--- config.mk ---
export PLATFORM = sky130hd
export DESIGN_NAME = cvs_ram
export DESIGN_NICKNAME = d
export VERILOG_FILES = /design/src/rtl/conv2d_valid_strided_assert.svh /design/src/rtl/cvs_ram.sv
export SDC_FILE = /design/constraint.sdc
export NUM_CORES = 1
export LEC_CHECK = 0
export BUFFER_PORTS_ARGS = -buffer_cell sky130_fd_sc_hd__buf_2
export CORE_AREA = 5 5 99 193
export DETAILED_ROUTE_END_ITERATION = 6
export DIE_AREA = 0 0 104 198
export PLACE_DENSITY = 0.75
export SLEW_MARGIN = 20
export SYNTH_ARGS = -nofsm -noshare
export SYNTH_HDL_FRONTEND = slang
export SYNTH_SLANG_ARGS = --single-unit
--- constraint.sdc ---
create_clock -name clk -period 5.1 [get_ports clk]
set_clock_uncertainty 0.2 [all_clocks]
set_input_delay 0.255 -clock clk [delete_from_list [all_inputs] [get_ports clk]]
set_output_delay 0.255 -clock clk [all_outputs]
set_load 0.03 [all_outputs]
--- src/rtl/conv2d_valid_strided_assert.svh ---
// Assertion macros for the strided convolution block.
// Used by the top level only; expects clk and rst_n in scope.
`ifndef CONV2D_VALID_STRIDED_ASSERT_SVH
`define CONV2D_VALID_STRIDED_ASSERT_SVH

// same-cycle implication
`define CVS_ASSERT_IMP(lbl, a, c) \
    lbl: assert property (@(posedge clk) disable iff (!rst_n) (a) |-> (c)) \
        else $error("implication check failed");

// next-cycle implication
`define CVS_ASSERT_NXT(lbl, a, c) \
    lbl: assert property (@(posedge clk) disable iff (!rst_n) (a) |=> (c)) \
        else $error("next-cycle check failed");

`endif

--- src/rtl/cvs_ram.sv ---
// Generic one-write, one-read RAM with registered read data.
// No dependencies.
`timescale 1ns / 1ps
`default_nettype none
module cvs_ram #(
    parameter int DEPTH = 16,
    parameter int WIDTH = 16,
    parameter int AW    = 4
) (
    input  wire logic             clk,
    input  wire logic             we,
    input  wire logic [AW-1:0]    waddr,
    input  wire logic [WIDTH-1:0] wdata,
    input  wire logic [AW-1:0]    raddr,
    output logic      [WIDTH-1:0] rdata
);
    logic [WIDTH-1:0] mem [DEPTH];

    always_ff @(posedge clk)
    begin
        if (we)
            mem[waddr] <= wdata;
        rdata <= mem[raddr];
    end
endmodule
`default_nettype wire

==> results_dict.tcl <==
set metrics [dict create \
    synth.cell_area_sq_um 10000 \
    antenna_found_initial 0 \
    drc 0 \
    critPathKind "primary input to flip-flop" \
    rows 68 \
    cts_root_buf "clkbuf_16" \
    clockBufferDepth 3 \
    report.final.setup_viol 0 \
    slew_viol_final 0 \
    core_area_sq_um 17400 \
    final_common_cell "edfxtp_1" \
    period_share 0.421 \
    grt_overflow 0 \
    fin_setup_tns_ns 0 \
    clock_latency_ns 0.50 \
    viasPerCell 6.36 \
    cts-resized-gates 0 \
    fin_area_sq_um 11500 \
    ys_seq_area_frac 0.797 \
    drtIter0Drc 362 \
    cts_tree "built" \
    powerDensity_nw_per_um2 394 \
    place_ws_ns 2.39 \
    grt_pass1_vias 4980 \
    required_ns 5.28 \
    grtUsageMet3 0.0245 \
    firstDrtPassIters 5 \
    ant_nets 0 \
    drive_gt1_frac 0.316 \
    tightest_slew_ns 0.953 \
    die_area_sq_um 20600 \
    n_fill_cell 1121 \
    start_kind "primary input" \
    most-common-layout-cells "edfxtp_1, mux4_2, buf_2, a22oi_1" \
    ys_seq_elements 272 \
    hp-class "primary input to flip-flop" \
    syn_to_final_growth_pct 14.8 \
    rrSetupSlack_ns 3.49 \
    place_area_sq_um 10600 \
    peakVddDrop_mv 0.485 \
    whs_endpoint "mem[9][7]" \
    die_x_um 104 \
    die_h_um 198 \
    post_cts_buffers 0 \
    fmax_mhz 466 \
    endpoint_kind "flip-flop" \
    grt_usage 0.209 \
    grt_pass1_wl_mm 31.6 \
    routedWlPerCell_um 28.5 \
    cts_buffers 22 \
    cts.clk_slew.worst_paths_ns 0.07 \
    leakagePower_nw 3.78 \
    r2r_cells 3 \
    grt_util_met1 0.264 \
    grt_max_degree 51 \
    maxSlewHeadroom 0.364 \
    path_max_fanout 50 \
    postCtsHoldBufs 16 \
    r2r-start "mem[10][9]" \
    gp_congestion 0.740 \
    rsz0062_at_grt "no" \
    syn_area_per_cell_sq_um 23.2 \
    finalHoldViolCount 0 \
    syn-num-nets 458 \
    diodes 0 \
    cap_violations 0 \
    arrival_ns 2.32 \
    ys_types 19 \
    yosysWarnings 0 \
    min_delay_path_depth 3 \
    ioPinCount 42 \
    dp_hpwl_mm 12.1 \
    finalCriticalPeriod_ns 2.15 \
    cts.sinks 272 \
    hold_start "we" \
    r2r_end "rdata[9]" \
    syn-instance-count 432 \
    gr-max-usage-layer "met2" \
    htreeDepth 1 \
    vias 4697 \
    status "finished, final reports clean" \
    layout_setup_ws_ns 2.95 \
    grtUsageMet2 0.380 \
    start_util 0.579 \
    io_buffers 41 \
    nets 539 \
    routed_wirelength_mm 21.1 \
]
## per-layer routing
metal	vias to the layer above	wire [um]
li1	1988	-
met3	37	1370
met1	2480	7650
met2	192	11600
met5	-	0
met4	0	463
## worst max-delay path: stages
cell     delay (ns)
buf_4          0.71
buf_4          0.44
mux4_2         0.55
a22oi_1        0.22
nand2_1        0.10
## per-stage QoR
step	utilization	std cells	power [mW]	hold WS [ns]
CTS	0.664	739	4.58	0.188
floorplan	-	432	2.71	0.154
global placement	0.611	683	2.80	0.412
global route	0.664	739	4.69	0.217
finish	0.664	739	4.54	0.205
detailed placement	0.611	683	2.81	0.438
## report_power, final
| part | internal [mW] | switching, mW | total, mW |
|---|---|---|---|
| clock | 1.04 | 0.733 | 1.78 |
| combinational | 0.0986 | 0.155 | 0.254 |
| sequential | 2.50 | 0.0157 | 2.51 |
## sequential cells by signal, indices dropped and copies added, names as in the netlist
name and cells:
mem 256, rdata 16
## kinds of logic (layout without fill, tap and decap cells)
logic type	count (synthesis)	in the layout	share of synthesized area
simple gates	43	43	0.0192
flops	272	272	0.797
buf+inv	21	118	0.0123
compound gates	32	32	0.0239
mux	64	64	0.147
## worst max-delay path by stage
stage	to	start	slack [ns]	cells past startpoint
finish	rdata[13]	raddr[0]	2.95	5
global route	rdata[0]	raddr[0]	2.71	5
CTS	rdata[0]	raddr[0]	2.90	5
detailed placement	rdata[0]	raddr[0]	2.39	5
global placement	rdata[0]	raddr[0]	2.43	5
floorplan	mem[0][0]	waddr[2]	2.59	2
## cells in the mapped netlist
| cell | count | area [sq um] |
|---|---|---|
| nand3b_1 | 2 | 15.0 |
| clkbuf_1 | 8 | 30.0 |
| buf_2 | 3 | 15.0 |
| or3b_2 | 1 | 8.76 |
| nand2b_1 | 2 | 12.5 |
| a22oi_1 | 32 | 240 |
| nor3_1 | 4 | 20.0 |
| nor2b_1 | 2 | 12.5 |
| mux4_1 | 10 | 263 |
| nor2_1 | 13 | 48.8 |
| edfxtp_1 | 256 | 7690 |
| buf_1 | 3 | 11.3 |
| buf_4 | 3 | 22.5 |
| buf_6 | 4 | 45.0 |
| and2_1 | 1 | 6.26 |
| nand2_1 | 17 | 63.8 |
| nand3_1 | 1 | 5.00 |
| dfxtp_1 | 16 | 320 |
| mux4_2 | 54 | 1220 |
## cell type report
type	instances	area [sq um]	share of cell area
clock buffer	28	604	0.0524
clock inverter	12	165	0.0143
multi-input combinational	139	1960	0.170
sequential	272	8010	0.695
tap	210	263	0.0228
timing repair buffer	78	528	0.0458
Power figures use the tool's default switching activity.
