===== config.mk =====
export PLATFORM = sky130hd
export DESIGN_NAME = cvs_mac
export DESIGN_NICKNAME = d
export VERILOG_FILES = /design/src/rtl/conv2d_valid_strided_assert.svh /design/src/rtl/cvs_pkg.sv /design/src/rtl/cvs_mac.sv
export SDC_FILE = /design/constraint.sdc
export NUM_CORES = 1
export LEC_CHECK = 0
export BUFFER_PORTS_ARGS = -buffer_cell sky130_fd_sc_hd__buf_2
export CORE_MARGIN = 2
export CORE_UTILIZATION = 55
export CTS_CLUSTER_SIZE = 24
export DETAILED_ROUTE_END_ITERATION = 7
export PLACE_DENSITY = 0.73
export SETUP_SLACK_MARGIN = 0.3
export SYNTH_ARGS = -nofsm -noshare
export SYNTH_HDL_FRONTEND = slang
export SYNTH_SLANG_ARGS = --single-unit

===== constraint.sdc =====
create_clock -name clk -period 4.2 [get_ports clk]
set_input_delay 0.42 -clock clk [delete_from_list [all_inputs] [get_ports clk]]
set_output_delay 0.42 -clock clk [all_outputs]
set_load 0.02 [all_outputs]

===== src/rtl/conv2d_valid_strided_assert.svh =====
// Assertion macros for the strided convolution block.
// Used by the top level only; expects clk and rst_n in scope.
`ifndef CONV2D_VALID_STRIDED_ASSERT_SVH
`define CONV2D_VALID_STRIDED_ASSERT_SVH

// same-cycle implication
`define CVS_ASSERT_IMP(lbl, a, c) \
    lbl: assert property (@(posedge clk) disable iff (!rst_n) (a) |-> (c)) \
        else $error("implication check failed");

// next-cycle implication
`define CVS_ASSERT_NXT(lbl, a, c) \
    lbl: assert property (@(posedge clk) disable iff (!rst_n) (a) |=> (c)) \
        else $error("next-cycle check failed");

`endif


===== src/rtl/cvs_pkg.sv =====
// Package for the strided convolution block: sizes, register codes, types.
// No dependencies.
`timescale 1ns / 1ps
`default_nettype none
package cvs_pkg;
    localparam int MAX_WIDTH    = 256;
    localparam int MAX_HEIGHT   = 4096;
    localparam int MAX_KROWS    = 7;
    localparam int MAX_KCOLS    = 7;
    localparam int MAX_CHANNELS = 8;
    localparam int MAX_KERNELS  = 16;
    localparam int MAX_STRIDE   = 7;
    localparam int W_DEPTH = MAX_KERNELS * MAX_KROWS * MAX_KCOLS * MAX_CHANNELS;
    localparam int L_DEPTH = MAX_KROWS * MAX_WIDTH * MAX_CHANNELS;
    localparam int W_AW = 13;
    localparam int L_AW = 14;
    localparam int KSTEP = MAX_KROWS * MAX_KCOLS;

    // configuration register indexes
    localparam logic [3:0] REG_WIDTH   = 4'd0;
    localparam logic [3:0] REG_HEIGHT  = 4'd1;
    localparam logic [3:0] REG_KROWS   = 4'd2;
    localparam logic [3:0] REG_KCOLS   = 4'd3;
    localparam logic [3:0] REG_CHANS   = 4'd4;
    localparam logic [3:0] REG_KERNELS = 4'd5;
    localparam logic [3:0] REG_STRIDE  = 4'd6;
    localparam logic [3:0] REG_BIAS    = 4'd7;

    // transaction kinds
    localparam logic [1:0] FUNC_WEIGHT = 2'd0;
    localparam logic [1:0] FUNC_BIAS   = 2'd1;
    localparam logic [1:0] FUNC_PIXEL  = 2'd2;

    typedef enum logic [1:0] {ST_IDLE, ST_RUN, ST_WAIT, ST_OUT} state_t;

    typedef struct packed {
        logic valid;
        logic first;
        logic last;
    } mac_ctl_t;

    // zero counts as one, larger values saturate
    function automatic logic [12:0] clamp_reg(input logic [12:0] v, input logic [12:0] mx);
        logic [12:0] r;
        begin
            r = v;
            if (r == 13'd0)
                r = 13'd1;
            if (r > mx)
                r = mx;
            return r;
        end
    endfunction
endpackage
`default_nettype wire


===== src/rtl/cvs_mac.sv =====
// Shared multiply-accumulate unit: product stage, accumulate, bias and saturate.
// Depends on cvs_pkg.
`timescale 1ns / 1ps
`default_nettype none
module cvs_mac (
    input  wire logic                 clk,
    input  wire logic                 rst_n,
    input  wire cvs_pkg::mac_ctl_t    ctl,
    input  wire logic signed [15:0]   px,
    input  wire logic signed [15:0]   wt,
    input  wire logic signed [23:0]   bias_term,
    output logic                      done,
    output logic             [39:0]   sum
);
    import cvs_pkg::*;

    mac_ctl_t           p_ctl_reg;
    logic signed [31:0] prod_reg;
    logic signed [41:0] acc_reg, acc_next;
    logic               fin_reg;
    logic signed [41:0] tot;
    logic               done_reg;
    logic        [39:0] sum_reg;

    // control pipeline alongside the product stage
    always_ff @(posedge clk or negedge rst_n)
    begin
        if (!rst_n)
        begin
            p_ctl_reg <= '0;
            fin_reg   <= 1'b0;
            done_reg  <= 1'b0;
        end
        else
        begin
            p_ctl_reg <= ctl;
            fin_reg   <= p_ctl_reg.valid & p_ctl_reg.last;
            done_reg  <= fin_reg;
        end
    end

    always_comb
    begin
        acc_next = acc_reg;
        if (p_ctl_reg.valid)
            acc_next = p_ctl_reg.first ? 42'(prod_reg) : acc_reg + 42'(prod_reg);
        tot = acc_reg + 42'(bias_term);
    end

    // product, accumulate, then bias and saturate
    always_ff @(posedge clk)
    begin
        prod_reg <= px * wt;
        acc_reg  <= acc_next;
        if (tot > 42'sd549755813887)
            sum_reg <= 40'h7F_FFFF_FFFF;
        else if (tot < -42'sd549755813888)
            sum_reg <= 40'h80_0000_0000;
        else
            sum_reg <= tot[39:0];
    end

    assign done = done_reg;
    assign sum  = sum_reg;
endmodule
`default_nettype wire


==> results list, run 1 <==
- Master cell of the clock root buffer: clkbuf_16
- In this run, distinct cell masters in the synthesized netlist total 70.
- Fraction of synthesis flops using an asynchronous set or reset pin: 4.202%
- Of the synthesized area, sequential elements account for 16.16%.
* Total wire length after detailed routing: 42.12 mm
- Fin Setup TNS: -20.80 ns
- The die is 182.4 um wide.
* Classification of the worst setup path: input pin to flop
- Synthesis produced a netlist with a net count of 2,406.
- Total clock buffers created by CTS: 17
- Gpl congestion: 0.9263
- The worst register-to-register path begins at acc_reg[0]$_DFFE_PP_.
- Highest clock rate: 176.4 MHz
- The biggest area contributor in the post-synthesis netlist is fa_1.
- Dividing the detail-routed via count by the number of cells gives 5.409.
* Setup-violating endpoint count in the final report: 22
* Tcrit/Tclk final: 135.0%
- First-pass GRT wire length: 68.84 mm
- Once detail routing completed, the nets flagged for antenna violations numbered 0.
- The die covers between 30,000 and 40,000 um^2.
- The register with the most flip-flops in the layout has 42 of them.
* Routed length on met2: approximately 20 mm
- After synthesis, the cell types taking the most area are fa_1 (30%), ha_1 (12%), dfxtp_1 (8.2%), edfxtp_1 (7.2%), inv_1 (6.7%).
- In this run the mean area of a mapped cell was 9.128 um^2.
* Unrepaired setup endpoints after global routing: true
* Actual transition at the worst max-transition pin: between 0.7 and 0.8 ns
- At the worst endpoint, the arrival time is around 6.0 ns.
- The number of antenna violations at the first check in global routing is 0.
* Max Slew Vio Count: 0
- In this run the register-to-register setup slack is ~0.52 ns.
- Final standard cell count with taps included and fillers excluded: around 2,600
- The critical path runs through a total of 24 cells.
- Destination of the worst register-to-register timing path: sum[6]$_SDFF_PN1_
* Clock tree from TritonCTS: yes
* H-tree depth: 4
- Cell with the most instances after synthesis: inv_1
- Buffering stage count on the worst path with inverters included: 6
- Among all flip-flop cells after synthesis, the most frequent one is dfxtp_1.
* Kind of cell with the highest combined delay on the critical path: adder cells
* Overall global routing resource usage: 25.53%
- Status: complete, but fails checks
- TritonRoute pass-1 iters: 5
- Yosys reg bits: 119
- Number of global-route vias before repair: between 10,000 and 15,000
- DPL Wire Length: 33.90 mm
- Highest layer used for signal routing: met4
- In this run the cell area of the synthesized design comes to about 17,000 um^2.
- STA classifies the critical path startpoint as an input pin.
- Routed wire per std cell: between 15 and 20 um
- Clock transition at the registers of the reported paths: 0.06 ns
- Crit-path max cell delay: 0.54 ns
- Row generation in the floorplan step produced 65 rows.
- Antenna cells: 0
* Worst Path Max Fanout: 8
- Syn. warnings: 0
* Fin. Hold Viols: 0
- CTS max path bufs: 2
- Max Clock Skew: 0.01113 ns
* Worst hold path class: input pin to flop
- Summing over every cut layer, the via total after detailed routing is 14,053.
* Detail Route met3 WL: 2.177 mm
* Violations in the final reports: negative setup slack
* Starting DRC count in detailed routing: between 600 and 700
* Ratio of cells with drive above 1 in the final layout: 24.36%
* Number of enable flip-flop cells after synthesis: 42
- Placeable core region: roughly 31,000 um^2
- Maximum number of pins on one net before global-route repair: 76
- CP Cell Sequence: buf_8 -> buf_12 -> and2_4 -> fa_1 -> fa_1 -> ha_2 -> inv_2 -> fa_1 -> inv_2 -> fa_1 -> inv_2 -> fa_1 -> inv_2 -> ha_4 -> nor3_4 -> o211ai_1 -> a311oi_2 -> nor3_4 -> o21ai_2 -> a31oi_2 -> or4_4 -> a31o_4 -> a21oi_2 -> xnor2_1
- Clock latency of the later-clocked register in the worst-skew pair: 0.44 ns
* Count of nets after finishing: between 2,000 and 3,000
- In this run the worst setup path terminates at prod_reg[31]$_DFF_P_.
* Ranking of synthesized cells by instance count: inv_1 (311), fa_1 (264), nand2_1 (208), ha_1 (164), and2_1 (128)
* # Max-Cap Violations: 0
- For this design the top-level I/O count stands at 102.
- Slowest stage cell, crit path: fa_1
* P&R area growth vs syn: 23.85%
* Final critical path time including I/O delays and setup: 5.670 ns
- Synthesized instance count: around 1,900
- Count of port buffers added during placement: 101
- Measured in cells, the most critical reg-to-reg path has a length of 13.
- Height of the die: 182.4 um
- Relative slew slack: 50.85%
- After synthesis, the largest area contributor takes up 30.20% of total cell area.
- For this block, wires on met1 add up to 18.36 mm.
- The cell that appears most often on the critical path is fa_1.
- Across all setup checks in the final design, the least slack found is -1.470 ns.
- After detailed placement, the design holds a cell count of 2,536.
* Worst setup EP type: flop
- Total gr overflow: 0
- The critical path starts at px[5].
* Post-route DRC violation count: 0
* Initial core utilization: between 50% and 60%
- Clock tree synthesis found a total of 119 sinks.
* CP required: about 4.6 ns
how the worst min path moves through the flow:
| stage | cells past startpoint | startpoint | endpoint | slack [ns] |
|---|---|---|---|---|
| after floorplan | 0 | rst_n | done$_DFF_PN0_ | 0.12 |
| after global placement | 1 | rst_n | done$_DFF_PN0_ | 0.23 |
| after detailed placement | 1 | rst_n | done$_DFF_PN0_ | 0.24 |
| after CTS | 1 | ctl[1] | p_ctl_reg[1]$_DFF_PN0_ | 0.08 |
| after global routing | 1 | ctl[1] | p_ctl_reg[1]$_DFF_PN0_ | 0.09 |
| final | 1 | ctl[1] | p_ctl_reg[1]$_DFF_PN0_ | 0.09 |
cell families after synthesis:
| group | count (synthesis) | synth area share (%) |
|---|---|---|
| xor gates and xnor gates | 114 | 5.749 |
| buffers and inverters | 370 | 8.187 |
| AOI/OAI and AO/OA | 376 | 13.99 |
| adders and majority gates | 428 | 41.93 |
| DFF | 119 | 16.16 |
| muxes | 3 | 0.1859 |
| and+or+nand+nor | 507 | 13.81 |
worst reg2reg max path: stages, from the launching register on:
cell	delay (ns)
edfxtp_1	0.46
ha_1	0.27
fa_1	0.43
a211oi_1	0.29
o21a_2	0.23
a211o_1	0.21
nand3_1	0.13
a221o_1	0.32
a21o_1	0.21
a31oi_1	0.26
xnor2_2	0.17
o21bai_2	0.19
buf_12	0.23
o21ai_0	0.15
placed cells by master (no fill, tap or decap), types with 8 or more instances in the layout:
| cell type | Yosys | layout |
|---|---|---|
| inv_1 | 311 | 292 |
| fa_1 | 264 | 243 |
| nand2_1 | 208 | 192 |
| buf_4 | 1 | 157 |
| ha_1 | 164 | 140 |
| and2_1 | 128 | 105 |
| o21ai_0 | 96 | 90 |
| a21oi_1 | 100 | 86 |
| nor2_1 | 83 | 76 |
| buf_2 | 2 | 75 |
| dfxtp_1 | 72 | 72 |
| xnor2_1 | 68 | 62 |
| buf_6 | 5 | 54 |
| xor2_1 | 45 | 45 |
| edfxtp_1 | 42 | 42 |
| a21o_1 | 40 | 40 |
| and2_4 | 0 | 23 |
| clkbuf_16 | 0 | 22 |
| o21ai_2 | 19 | 21 |
| fa_2 | 0 | 21 |
| ha_4 | 0 | 21 |
| inv_2 | 0 | 19 |
| nor3_1 | 19 | 16 |
| nand3_1 | 18 | 16 |
| o21bai_1 | 15 | 15 |
| a21oi_2 | 1 | 14 |
| a211oi_1 | 14 | 14 |
| o21a_1 | 14 | 13 |
| buf_12 | 0 | 12 |
| nand4_1 | 11 | 11 |
| o211ai_1 | 10 | 10 |
| nand2b_1 | 10 | 9 |
| nand2_2 | 0 | 8 |
| nand2_4 | 0 | 8 |
cell type report:
class | instances | area (um^2)
multi-input combinational | 1428 | 14040
fill | 2359 | 9802
sequential | 119 | 2829
timing repair buffer | 307 | 2555
inverter | 311 | 1167
tap | 402 | 503.0
clock buffer | 20 | 489.2
clock inverter | 11 | 86.33
metrics by stage:
step	instance area, um^2	utilization, %	setup slack (ns)	hold WS (ns)
after CTS	21200	67.34	-1.509	0.07982
final	21670	68.86	-1.470	0.08772
after global placement	20040	63.67	-2.042	0.2322
after global routing	21670	68.86	-1.663	0.08864
after floorplan	18060	-	-1.675	0.1244
after detailed placement	20040	63.67	-2.210	0.2381
repair_timing:
item	in CTS	in global routing
endpoints found under the setup margin	24	39
hold buffers	1	0
hold endpoints to repair	5	0
setup buffers	18	9
gates resized for setup	126	82
pin swaps	71	80
cloned	0	3
routing by layer:
layer | GRT usage, % | up-vias
li1 | - | 6769
met1 | 33.68 | 6737
met2 | 44.47 | 462
met3 | 2.534 | 85
met4 | 8.226 | 0
met5 | 0 | -
Power of run 1 is not shown: default switching activity piles up to over one toggle a cycle in this logic, so the estimate is an artifact.
==> run 2, diff against run 1 <==
--- a/config.mk
+++ b/config.mk
@@ -14,2 +14,3 @@
 export SETUP_SLACK_MARGIN = 0.3
+export SLEW_MARGIN = 15
 export SYNTH_ARGS = -nofsm -noshare
==> constraint.sdc (replaced) <==
create_clock -name clk -period 4.2 [get_ports clk]
set_input_delay 0.21 -clock clk [delete_from_list [all_inputs] [get_ports clk]]
set_output_delay 0.21 -clock clk [all_outputs]
set_load 0.02 [all_outputs]
==> run 2 against run 1 <==
The run still ends with negative setup slack left. Sequential cell count did not move. Wire length fell by 0.69%. Critical path depth rose by 1. Die area unchanged. Worst setup slack better by 0.22 ns. Hold slack better by 0.049 ns. Sequential share of layout area hardly changed. Global-route usage increased by 0.36 points.
==> results list, run 2 (synthesized netlist as in run 1, its figures left out) <==
- The final worst setup slack is -1.253 ns (+0.2172 ns).
- Count of nets after finishing: 2,675 (+0.075%)
- First-pass GRT wire length: 70.49 mm (+2.4%)
* Count of port buffers added during placement: 101 (unchanged)
* Classification of the worst setup path: input pin to flop
* Multi-input combinational cell area: 14,030 um^2 (-0.12%)
* Reg2reg start: acc_reg[0]$_DFFE_PP_
- The clock buffer count from CTS is 17 (unchanged).
* Antenna violations before repair: 0 (unchanged)
- H-tree depth: 4 (unchanged)
- Max Slew Vio Count: 0 (unchanged)
* Number of rows in the core area: 65 (unchanged)
- Actual transition at the worst max-transition pin: 0.6666 ns (-0.06119 ns)
- STA classifies the critical path startpoint as an input pin.
- Worst setup EP type: flop
- TritonRoute pass-1 iters: 5 (unchanged)
* Commonest cells after routing, fill and taps aside: inv_1 (288), fa_1 (241), nand2_1 (194), buf_4 (162), ha_1 (142)
* Overall die area: 33,260 um^2 (unchanged)
- The initial detailed-routing violation count came to 790 (+18%).
- Total wire length after detailed routing: 41.83 mm (-0.69%)
- Gpl congestion: 0.9256 (about the same)
- The via count of the first global-routing pass came to 14,818 (+0.78%).
- The number of I/O pins came to 102 (unchanged).
* Routed Antenna Nets: 0 (unchanged)
* Height of the die: 182.4 um (unchanged)
- The worst-case reg-to-reg path depth came to 13 (unchanged).
- The worst-case register-to-register setup slack is 0.53 ns (about the same).
- Pre-CTS setup slack: -1.878 ns (+0.3317 ns)
- The number of flip-flops under the largest register name was 42 (unchanged).
- Final critical path time including I/O delays and setup: 5.453 ns (-0.2172 ns)
- Routed wire per std cell: 16.08 um (-0.81%)
- The fmax is 183.4 MHz (+4.0%).
- Maximum number of pins on one net before global-route repair: 76 (unchanged)
- Setup repair after global routing could not meet its margin everywhere.
* Worst Path Max Fanout: 3 (-5)
- DPL Wire Length: 33.97 mm (+0.21%)
* Number of fillers in the final layout: 2,346 (-0.55%)
- The residual overflow from global routing was 0 (unchanged).
* # Max-Cap Violations: 0 (unchanged)
* Max Clock Skew: 0.009736 ns (-0.001390 ns)
- The relative max-transition margin is 55.56% (+4.7 points).
- Relative to the synthesized area, the layout overhead comes to 23.72%.
- Initial core utilization: 55.60% (unchanged)
- The mean number of vias per cell came to 5.397 (-0.22%).
* Die width: 182.4 um (unchanged)
- End of the critical path: prod_reg[30]$_DFF_P_
- Status: complete, but fails checks
- Violations in the final reports: negative setup slack
- Via Count: 14,038 (-0.11%)
- CP required: 4.52 ns (-0.04 ns)
- The arrival time at the worst endpoint came to 5.77 ns (-0.26 ns).
* Clock latency of the later-clocked register in the worst-skew pair: 0.43 ns (about the same)
* Destination of the worst register-to-register timing path: sum[34]$_SDFF_PN1_
- Post-route DRC violation count: 0 (unchanged)
* Clock sink count: 119 (unchanged)
* Tcrit/Tclk final: 129.8% (-5.2 points)
- Worst hold path class: input pin to async pin
- The final hold violation count was 0 (unchanged).
* Clock transition at the registers of the reported paths: 0.06 ns (about the same)
- Clock tree from TritonCTS: yes
- Setup-violating endpoint count in the final report: 21 (-4.5%)
* Ratio of cells with drive above 1 in the final layout: 24.56% (+0.19 points)
- Beginning of the critical path: wt[7]
- The area of the core region is 31,470 um^2 (unchanged).
- Master cell of the clock root buffer: clkbuf_16
* Most common cell after layout, fill and taps aside: inv_1
- The number of buffers on the longest clock path came to 2 (unchanged).
* Storage element area: 2829 um^2 (unchanged)
- Antenna cells: 0 (unchanged)
- Overall global routing resource usage: 25.89% (+0.36 points)
[run 2: worst min-delay path by stage]
stage / depth (start not counted) / endpoint / from
after CTS: 2 / p_ctl_reg[2]$_DFF_PN0_ / rst_n
after floorplan: 0 / done$_DFF_PN0_ / rst_n
final: 2 / p_ctl_reg[2]$_DFF_PN0_ / rst_n
after detailed placement: 1 / done$_DFF_PN0_ / rst_n
after global placement: 1 / done$_DFF_PN0_ / rst_n
after global routing: 2 / fin_reg$_DFF_PN0_ / rst_n
[run 2: area by class of cell]
class / count / share of cell area [%]
Multi-Input combinational cell: 1428 / 64.79
Sequential cell: 119 / 13.07
Timing Repair Buffer: 309 / 11.59
Inverter: 311 / 5.392
Tap cell: 402 / 2.323
Clock buffer: 19 / 2.196
Clock inverter: 13 / 0.6415
[run 2: routing by layer]
metal  global-route usage [%]  part of all wire (%)  vias up  routed length, um
met1                    34.65                    45     6809              18780
met2                    44.55                    48      385              20260
met3                    2.894                   4.4       79               1849
met4                    7.742                   2.2        0                937
met5                        0                     0        -                  0
li1                         -                     -     6765                  -
[run 2: per-stage QoR]
step	cell area, um^2	setup TNS [ns]	util (%)	hold slack [ns]	instances
floorplan	18030	-15.03	-	-0.08559	1917
global placement	20040	-24.73	63.67	0.02166	2538
detailed placement	20040	-26.83	63.67	0.02707	2538
CTS	21240	-15.74	67.49	0.1151	2592
global route	21650	-18.41	68.79	0.1484	2601
finish	21650	-15.11	68.79	0.1366	2601
[run 2: critical path, stage by stage]
cell and delay, ns:
buf_6 0.09, nand2_4 0.05, fa_1 0.55, inv_2 0.04
fa_1 0.49, inv_2 0.04, fa_1 0.51, inv_2 0.04
fa_1 0.49, fa_1 0.53, inv_2 0.04, fa_1 0.51
inv_2 0.05, ha_4 0.21, a21o_1 0.18, a21oi_4 0.15
o211ai_1 0.13, buf_4 0.17, and3b_1 0.17, or4_4 0.49
nand3_2 0.09, nand2_2 0.06, a21o_1 0.16, a21o_1 0.18
xor2_1 0.13
[run 2: what timing repair did]
action                                  in CTS  in global routing
endpoints found under the setup margin      23                 54
pin swaps                                   67                 55
gates cloned                                 0                  2
hold buffers                                 4                  0
setup buffers                               18                  7
resized for setup                          123                 82
endpoints found under the hold margin        8                  0
Power of run 2 is left out for the same reason.
==> run 3, diff against run 2 <==
- SETUP_SLACK_MARGIN: 0.3 -> 0.05
==> run 3 against run 2 <==
The run still ends with negative setup slack left. Critical path depth is 1 lower. Design area shrank 1.8%. Die area is the same. Non-clock buffer count shrank 6. Wire length fell by 3.1%. Global-route usage is 0.54 points lower. First-iteration DRC count is 2.9% lower. Fmax shrank 0.91%. Largest cell class unchanged.
==> results list, run 3 (synthesized netlist as in run 1, its figures left out) <==
* H-tree depth: 4 (unchanged)
- Critical path startpoint category: input pin
* Max Slew Vio Count: 0 (unchanged)
- The number of rows created at floorplan is 65 (unchanged).
- The run finished, with violations left.
- Clock latency of the later-clocked register in the worst-skew pair: 0.43 ns (about the same)
- Clock transition at the registers of the reported paths: 0.06 ns (about the same)
- Tcrit/Tclk final: 131.0% (+1.2 points)
- The relative max-transition margin came to 53.75% (-1.8 points).
* Pre-CTS setup slack: -1.941 ns (-0.06265 ns)
- The overall global routing resource usage is 25.35% (-0.54 points).
- Post-place instance area: 19,950 um^2 (-0.43%)
- The clock buffer count from CTS is 17 (unchanged).
- Worst Path Max Fanout: 3 (unchanged)
- TritonRoute pass-1 iters: 5 (unchanged)
* Final non-filler cell area: 21,260 um^2 (-1.8%)
- Beginning of the critical path: wt[7]
- Setup-violating endpoint count in the final report: 21 (unchanged)
- Final critical path time including I/O delays and setup: 5.503 ns (+0.04981 ns)
* Clock tree from TritonCTS: yes
- Placeable core region: 31,470 um^2 (unchanged)
- Overall die area: 33,260 um^2 (unchanged)
- Cell type with the highest occurrence count on the critical path: fa_1
- Relative to the synthesized area, the layout overhead comes to 21.49%.
- CP Cell Sequence: buf_2 -> nand2_2 -> fa_1 -> inv_2 -> fa_1 -> inv_2 -> fa_1 -> inv_2 -> fa_1 -> fa_1 -> inv_2 -> fa_1 -> inv_2 -> ha_4 -> a21o_1 -> a21oi_4 -> o211ai_1 -> and3b_1 -> or4_4 -> nand3_2 -> nand2_2 -> a21o_1 -> a21o_1 -> xor2_1
- Post-route DRC violation count: 0 (unchanged)
- Worst setup EP type: flop
- The number of buffers on the longest clock path is 2 (unchanged).
- I/O pin count: 102 (unchanged)
- The initial detailed-routing violation count was 767 (-2.9%).
* Reg2reg start: acc_reg[0]$_DFFE_PP_
* Buffering stage count on the worst path with inverters included: 6 (-1)
- The slowest stage of the critical path belongs to the cell fa_1.
* Count of nets after finishing: 2,669 (-0.22%)
- The residual overflow from global routing came to 0 (unchanged).
- The number of antenna cells inserted came to 0 (unchanged).
- The starting utilization of the core area is 55.60% (unchanged).
* Height of the die: 182.4 um (unchanged)
- Routed wire per std cell: 15.62 um (-2.9%)
* Kind of cell with the highest combined delay on the critical path: adder cells
* Violations in the final reports: negative setup slack
- The worst path required time was 4.52 ns (about the same).
* Crit path arrival time: 5.82 ns (+0.05 ns)
* Master cell of the clock root buffer: clkbuf_16
- The longest individual stage delay on the worst path came to 0.55 ns (about the same).
* Number of vias per cell after detailed routing: 5.364 (-0.61%)
* Routed Antenna Nets: 0 (unchanged)
- The transition time at the pin with the least slew margin was 0.6848 ns (+0.01818 ns).
- Most common cell after layout, fill and taps aside: inv_1
- The width of the chip was 182.4 um (unchanged).
- The total of max-cap violations is 0 (unchanged).
- Total wire length after detailed routing: 40.54 mm (-3.1%)
* Gpl congestion: 0.9101 (-1.7%)
* Maximum number of pins on one net before global-route repair: 76 (unchanged)
* First-pass GRT wire length: 68.46 mm (-2.9%)
- Post-route setup slack: -1.303 ns (-0.04981 ns)
- Classification of the worst setup path: input pin to flop
* Ratio of cells with drive above 1 in the final layout: 22.80% (-1.8 points)
- The final hold violation count is 0 (unchanged).
* Via Count: 13,920 (-0.84%)
* Commonest cells after routing, fill and taps aside: inv_1 (297), fa_1 (246), nand2_1 (198), buf_4 (173), ha_1 (145)
- The tightest min-delay check is of the input pin to async pin type.
- Number of global-route vias before repair: 14,416 (-2.7%)
- Unrepaired setup endpoints after global routing: true
* Clock sink count: 119 (unchanged)
- The number of input and output port buffers inserted is 101 (unchanged).
* Highest clock rate: 181.7 MHz (-0.91%)
- Flip-flop count of the largest register after layout: 42 (unchanged)
- Antenna violations before repair: 0 (unchanged)
* DPL Wire Length: 33.69 mm (-0.82%)
- The post-route clock skew came to 0.01079 ns (+0.001054 ns).
==> run 3: changes by cell type in the layout (fill, tap and decap cells not counted), moves of 5 or more <==
cell,previous run,this run
inv_1,288,297
fa_2,23,18
and2_4,26,21
buf_4,162,173
buf_6,50,39
fa_1,241,246
and2_1,102,107
inv_2,23,13
==> run 3: final cells by class <==
cell class / count / area (um^2)
Tap cell: 402 / 503.0
Inverter: 311 / 1170
Clock inverter: 15 / 165.2
Clock buffer: 17 / 425.4
Multi-Input combinational cell: 1428 / 13870
Sequential cell: 119 / 2829
Fill cell: 2416 / 10210
Timing Repair Buffer: 303 / 2301
==> run 3: stage by stage <==
step	cells	util [%]	TNS, ns	hold WS, ns
2_1_floorplan	1917	-	-14.87	-0.08559
3_3_place_gp	2535	63.40	-24.99	0.02164
3_5_place_dp	2535	63.40	-27.47	0.02859
4_1_cts	2581	66.61	-15.11	0.1152
5_1_grt	2595	67.55	-21.55	0.1189
6_report	2595	67.55	-18.35	0.1227
==> run 3: worst register-to-register path, cell delays in order, from the launching register on <==
cell and delay [ns]:
edfxtp_1 0.47, ha_1 0.28, fa_1 0.43, a211oi_1 0.28, o21a_1 0.25, a211o_1 0.23, nand3_1 0.12, a221o_1 0.32
a21o_1 0.21, a31oi_1 0.21, xnor2_1 0.21, o21bai_2 0.18, buf_4 0.33, o21ai_0 0.17
==> run 3: routing by layer <==
| layer | track usage (%) | share of wire [%] | vias up |
|---|---|---|---|
| li1 | - | - | 6753 |
| met1 | 33.91 | 45 | 6685 |
| met2 | 43.80 | 48 | 418 |
| met3 | 3.033 | 4.9 | 64 |
| met4 | 6.871 | 2.0 | 0 |
| met5 | 0 | 0 | - |
==> run 3: worst paths after layout <==
kind	depth (start not counted)	slack, ns	to
max reg2reg	13	0.36	sum[12]$_SDFF_PN1_
min in group clk	4	0.19	sum[0]$_SDFF_PN1_
min reg2reg	0	0.35	done$_DFF_PN0_
max in group asynchronous	2	3.94	p_ctl_reg[1]$_DFF_PN0_
min	2	0.12	done$_DFF_PN0_
max	24	-1.30	prod_reg[30]$_DFF_P_
==> run 3: repair_timing <==
item | 4_1_cts | 5_1_grt
endpoints found under the hold margin | 8 | 0
pin swaps | 60 | 44
gates resized for setup | 90 | 59
setup buffers | 11 | 17
cloned | 0 | 0
hold buffers | 4 | 0
endpoints found under the setup margin | 22 | 24
Power of run 3 is left out for the same reason.
